### src/rtl/core/fdwd_pkg.sv
`default_nettype none
package fdwd_pkg;

    localparam int SAMPLES_PER_FRAME = 160;
    localparam int MAX_DELAY_FRAMES  = 64;
    localparam int CHANNELS          = 4;
    localparam int NUM_FIELDS        = 4;

    localparam int DATA_W     = 32;
    localparam int COEF_W     = 8;
    localparam int FRAMES_W   = 7;
    localparam int Q_SHIFT    = 7;
    localparam int CFG_IDX_W  = 3;
    localparam int CFG_DATA_W = 8;

    localparam logic [CFG_IDX_W-1:0] REG_ENABLE          = 3'd0;
    localparam logic [CFG_IDX_W-1:0] REG_FEEDBACK_GAIN   = 3'd1;
    localparam logic [CFG_IDX_W-1:0] REG_LPF_COEF_NEW    = 3'd2;
    localparam logic [CFG_IDX_W-1:0] REG_LPF_COEF_OLD    = 3'd3;
    localparam logic [CFG_IDX_W-1:0] REG_DELAY_FRAMES    = 3'd4;
    localparam logic [CFG_IDX_W-1:0] REG_SURROUND_ENABLE = 3'd5;

    localparam logic [COEF_W-1:0]   RST_FEEDBACK_GAIN = 8'd0;
    localparam logic [COEF_W-1:0]   RST_LPF_COEF_NEW  = 8'd128;
    localparam logic [COEF_W-1:0]   RST_LPF_COEF_OLD  = 8'd0;
    localparam logic [FRAMES_W-1:0] RST_DELAY_FRAMES  = 7'd1;

    typedef struct packed {
        logic clr;
        logic fb_en;
        logic mul_en;
        logic wb_en;
    } t_chan_ctrl;

endpackage
`default_nettype wire

### src/rtl/core/fdwd_chan.sv
`default_nettype none
module fdwd_chan (
    input  wire logic                                i_clk,
    input  wire logic                                i_rst_n,
    input  wire fdwd_pkg::t_chan_ctrl                i_ctrl,
    input  wire logic [fdwd_pkg::DATA_W-1:0]         i_x,
    input  wire logic [fdwd_pkg::DATA_W-1:0]         i_d,
    input  wire logic [fdwd_pkg::COEF_W-1:0]         i_gain,
    input  wire logic [fdwd_pkg::COEF_W-1:0]         i_coef_new,
    input  wire logic [fdwd_pkg::COEF_W-1:0]         i_coef_old,
    output logic      [fdwd_pkg::DATA_W-1:0]         o_y
);

    localparam int DW = fdwd_pkg::DATA_W;
    localparam int PW = fdwd_pkg::DATA_W + fdwd_pkg::COEF_W;

    logic [DW-1:0] w_mag;
    logic [PW-1:0] w_fb_prod;
    logic [DW-1:0] w_fb_sh;
    logic [DW-1:0] w_fb_signed;
    logic [DW-1:0] n_fb;
    logic [PW-1:0] w_pn;
    logic [PW-1:0] w_po;
    logic [DW-1:0] w_sum;

    logic [DW-1:0] r_fb;
    logic [DW-1:0] r_pn;
    logic [DW-1:0] r_po;
    logic [DW-1:0] r_lp;

    // sign-magnitude scaling of the delayed sample
    always_comb begin
        w_mag       = i_d[DW-1] ? (DW'(0) - i_d) : i_d;
        w_fb_prod   = PW'(w_mag) * PW'(i_gain);
        w_fb_sh     = DW'($signed(w_fb_prod[DW-1:0]) >>> fdwd_pkg::Q_SHIFT);
        w_fb_signed = i_d[DW-1] ? (DW'(0) - w_fb_sh) : w_fb_sh;
        n_fb        = i_x - w_fb_signed;
    end

    assign w_pn  = PW'(r_fb) * PW'(i_coef_new);
    assign w_po  = PW'(r_lp) * PW'(i_coef_old);
    assign w_sum = r_pn + r_po;
    assign o_y   = DW'($signed(w_sum) >>> fdwd_pkg::Q_SHIFT);

    always_ff @(posedge i_clk) begin
        if (i_ctrl.fb_en) begin
            r_fb <= n_fb;
        end
        if (i_ctrl.mul_en) begin
            r_pn <= w_pn[DW-1:0];
            r_po <= w_po[DW-1:0];
        end
    end

    always_ff @(posedge i_clk) begin
        if (!i_rst_n || i_ctrl.clr) begin
            r_lp <= '0;
        end else if (i_ctrl.wb_en) begin
            r_lp <= o_y;
        end
    end

endmodule
`default_nettype wire

### config.mk
export PLATFORM = sky130hd
export DESIGN_NAME = fdwd_chan
export DESIGN_NICKNAME = d
export VERILOG_FILES = /design/src/rtl/core/fdwd_pkg.sv /design/src/rtl/core/fdwd_chan.sv
export SDC_FILE = /design/constraint.sdc
export NUM_CORES = 2
export LEC_CHECK = 0
export BUFFER_PORTS_ARGS = -buffer_cell sky130_fd_sc_hd__buf_4
export CAP_MARGIN = 30
export CORE_AREA = 2 2 203 205
export DETAILED_ROUTE_END_ITERATION = 6
export DIE_AREA = 0 0 205 207
export PLACE_DENSITY_LB_ADDON = 0.15
export SYNTH_ARGS = -nofsm -noshare
export SYNTH_HDL_FRONTEND = slang
export SYNTH_SLANG_ARGS = --single-unit
### constraint.sdc
create_clock -name i_clk -period 26.4 [get_ports i_clk]
set_clock_uncertainty 0.05 [all_clocks]
set_input_delay 5.28 -clock i_clk [delete_from_list [all_inputs] [get_ports i_clk]]
set_output_delay 5.28 -clock i_clk [all_outputs]
set_load 0.02 [all_outputs]
**Yosys cells after proc, flatten, opt, wreduce, memory -nomap -nowiden**

Cells that the tools add are included.

- Add/sub/neg operators: 4
- Multiply operators: 3
- Divide/modulo/power cells: 0
- Magnitude comparators: 0
- Equality and inequality tests: 0
- Shifts and indexed selects: 0
- Multiplexer cells: 2
- Bitwise operators: 0
- Reduce and logical (&&, ||, !) cells: 2

Operators with widths:

| cell | number |
|---|---|
| $mul 32x8->32 | 3 |
| $mux 32 | 2 |
| $add 32x32->32 | 1 |
| $sub 1x32->32 const A | 1 |
| $sub 32x32->32 | 1 |
| $sub 1x25->26 const A | 1 |
| $logic_not 1->1 | 1 |
| $logic_or 1x1->1 | 1 |

- Register bits: 121
- Bits in latches: 0
- Memory bits (writable): 0
- Memory bits (read-only): 0
- Bits of input ports: 94
- Memories: 0

**Longest topological paths before layout**

- Depth after elaboration: 6
- Mapped depth: 39
- Gate-level depth less buffers: 38

**Worst setup path after synthesis**

OpenSTA, ideal clock, no wires.

- Kind: input to register
- Start: in i_d[0] (netlist bit)
- End: reg r_fb[27], data pin
- Arrival time: 14.394 ns
- Required time: 26.092 ns
- Path slack: 11.698 ns
- Stages: 37
- Buffers on the path: 2
- Path through: clkbuf_1 -> inv_1 -> ha_1 -> nor2b_1 -> nand4b_1 -> o31ai_1 -> xor2_1 -> nor2b_1 -> fa_1 -> fa_1 -> fa_1 -> inv_1 -> fa_1 -> inv_1 -> ha_1 -> clkbuf_1 -> a21oi_1 -> o21ai_0 -> a21oi_1 -> or3_1 -> o21bai_1 -> xor2_1 -> or4_4 -> or4_4 -> o41ai_2 -> mux2_2 -> a21oi_1 -> xor2_1 -> ha_1 -> and3_1 -> a21oi_1 -> inv_1 -> a41o_1 -> o41a_2 -> nor4_1 -> a31oi_1 -> xnor2_1

- Word-level cells in the longest chain between the ends: 6

RTL lines:

| what | RTL line | RTL |
|---|---|---|
| from (decl) | fdwd_chan.sv:7 | `input wire logic [fdwd_pkg::DATA_W-1:0] i_d,` |
| $sub 1x32->32 | fdwd_chan.sv:33 | `w_mag = i_d[DW-1] ? (DW'(0) - i_d) : i_d;` |
| $mux 32 (*) | fdwd_chan.sv:33 |  |
| $mul 32x8->32 (*) | fdwd_chan.sv:34 | `w_fb_prod = PW'(w_mag) * PW'(i_gain);` |
| $sub 1x25->26 | fdwd_chan.sv:36 | `w_fb_signed = i_d[DW-1] ? (DW'(0) - w_fb_sh) : w_fb_sh;` |
| $mux 32 (*) | fdwd_chan.sv:36 |  |
| $sub 32x32->32 (*) | fdwd_chan.sv:37 | `n_fb = i_x - w_fb_signed;` |
| named net n_fb[27] | fdwd_chan.sv:21 | `logic [DW-1:0] n_fb;` |
| to (signal assigned) | fdwd_chan.sv:47 | `r_fb <= n_fb;` |
| to (decl) | fdwd_chan.sv:26 | `logic [DW-1:0] r_fb;` |

The timed path passes the listed nets; every way through them passes the cells marked *.
A chain may end at the register's enable or synchronous reset.

**Worst setup path in the final report**

- Start: in i_d[8] (netlist bit)
- End: reg r_fb[27], data pin

Same word-level chain as after synthesis.

==> results by group <==
Floorplan
  – Starting Density: 65.3%
  – Core Box Area: 0.0404 mm²
  – Die ar.: 0.0424 mm²
  – Die extent in y: 207 µm
  – Rows: 74
  – I/O Pins: 126
  – Die Wd: 205 µm

Synth
  – Post-synthesis cell type count: 80
  – Avg Cell Area, Syn: 9.21 µm²
  – Sequential fraction of the synthesis area: 12.8%
  – EDFF count, synth: 96
  – YS warnings: 0
  – Mapped cell area: 0.0264 mm²
  – Ys flop type: edfxtp_1
  – Asr flop ratio synth: 0%
  – Syn_nets: 3596
  – Synthesized instance count: 2863
  – Yosys reg bits: 121

CTS
  – Clock transition at path regs: 0.06 ns
  – CTS tree: done
  – Number of buffers created by CTS: 17
  – H-tree levels: 4
  – Clock root cell: clkbuf_16
  – Clock Sinks: 121
  – Post-CTS Repair Setup Buffers: 0
  – CTS Buffer Depth: 2
  – Worst-Skew Late Latency: 0.44 ns
  – Cts repair resizes: 0
  – Hold_buf cts: 0

Setup path
  – Reg2reg start: r_fb[3]
  – Setup crit end kind: register
  – Critical path's largest stage delay: 0.67 ns
  – Most Frequent Cell on Critical Path: fa_1
  – CP Max Fanout: 8
  – Worst Setup SP: i_d[8]
  – Crit path kind: in -> reg
  – Crit path required time: 26.54 ns
  – CP bufs+invs: 4
  – Register-to-register setup slack: 19.59 ns
  – CP Launch Type: input port
  – Top delay family on crit path: simple AND/OR/NAND/NOR gates
  – Worst path slowest cell: xor2_1
  – Arrival time worst endpoint: 15.58 ns

Cells and area
  – Area Growth Syn to Fin: 6.76%
  – Final #Nets: 3631
  – Commonest non-fill, non-tap cell in the layout: fa_1
  – Most frequent cells in the layout: fa_1 (465), inv_1 (412), nand2_1 (334), and2_1 (210), nor2b_1 (179)
  – Finished Cell Area: 0.0281 mm²
  – Layout cell share with drive strength beyond 1: 6.73%

STA
  – Finish-stage setup viols: 0
  – Final Slew Violations: 0
  – Setup_tns: 0 ns
  – Final hold violations: 0
  – Worst Tran Pin Value: 1.08 ns
  – Max Clk Rate: 64.8 MHz
  – Minimum clock period: 15.44 ns
  – Final period util: 58.5%
  – RSZ-0062 raised after global routing: no
  – Slew headroom: 26.0%

GRT
  – Grt ovf: 0
  – Initial antenna violation count: 4
  – GRT Util Overall: 31.2%
  – Vias in the first global route: 21200
  – Largest net degree at the start of global routing: 65
  – First-pass GRT wire length: 105 mm

Route
  – Final WL: 63.3 mm
  – DRT Pass-1 Iters: 5
  – Vias per cell: 5.81
  – Total number of vias: 20000
  – Routed Antenna Nets: 0
  – Post-route DRC violation count: 0
  – DRT iter0 DRCs: 1218
  – WL per Instance: 18.4 µm

Job
  – # Max-Cap Violations: 0

Worst hold path
  – HP Start: r_lp[0]
  – Hold/Removal Path Class: reg -> reg

Placed design
  – IO Port Bufs: 125
  – GPL Wtd Cong: 0.895
  – Dpl hpwl: 51.3 mm
  – Area after DPL: 0.0275 mm²

Outcome
  – Status: complete, no violations
[flip-flops by register name (all words and copies together), names as in the netlist]
name / count
r_fb: 32
r_pn: 32
r_po: 32
r_lp: 25
[path summary, 6_finish.rpt]
kind / to / cells past startpoint
hold reg to reg: r_lp[0] / 2
setup reg to reg: r_pn[31] / 20
setup / recovery: r_fb[27] / 34
hold / removal: r_lp[0] / 2
[Yosys cell counts, types with 17 or more instances]
master,instances,area share [%]
inv_1,412,5.9
nor3_1,43,0.82
xor2_1,61,2.0
ha_1,174,8.3
dfxtp_1,25,1.9
and2_1,210,5.0
nand3_1,27,0.51
edfxtp_1,96,11
mux2i_1,26,0.99
o21a_1,17,0.48
fa_1,465,35
clkbuf_1,97,1.4
nand2b_1,34,0.81
nor2b_1,179,4.2
nor2_1,126,1.8
xnor2_1,127,4.2
a21o_1,31,0.88
a21oi_1,99,1.9
nand2_1,334,4.8
o21ai_0,70,1.3
[kinds of logic after synthesis]
kind of cell	Yosys count	synth area share [%]
buffers and inverters	523	7.59
multiplexers	28	1.12
AO/OA/AOI/OAI	336	8.39
XOR/XNOR	190	6.40
AND/OR/NAND/NOR	1026	20.1
adder cells (fa/ha/maj)	639	43.6
flip-flops	121	12.8
[area by class of cell]
cell class	count	area [µm²]
clock buffers	20	489
clock inverters	12	108
flip-flops and latches	121	3380
inverters	412	1550
multi-input cells	2219	21000
diodes	1	2.50
fillers	3225	12200
repair buffers	127	973
well taps	532	666
[worst min-delay path: stages, from the launching register on]
cell,delay [ns]
dfxtp_1,0.39
mux2i_1,0.17
nor2_1,0.05
[routing by layer]
metal / track usage, % / share of wire (%)
met5: 0 / 0
met1: 38.5 / 39
met4: 12.2 / 3.6
met3: 3.15 / 4.2
met2: 56.2 / 53
[stage by stage]
stage | hold slack [ns] | setup WS (ns) | instances | util (%)
global route | 0.629 | 10.23 | 3444 | 69.7
finish | 0.619 | 10.96 | 3444 | 69.7
floorplan | 0.475 | 11.70 | 2863 | -
global placement | 0.561 | 10.73 | 3410 | 68.2
detailed placement | 0.600 | 10.58 | 3411 | 68.2
CTS | 0.619 | 11.02 | 3443 | 69.7
Power is not shown: default switching activity piles up to over one toggle a cycle in this logic, so the estimate is an artifact.
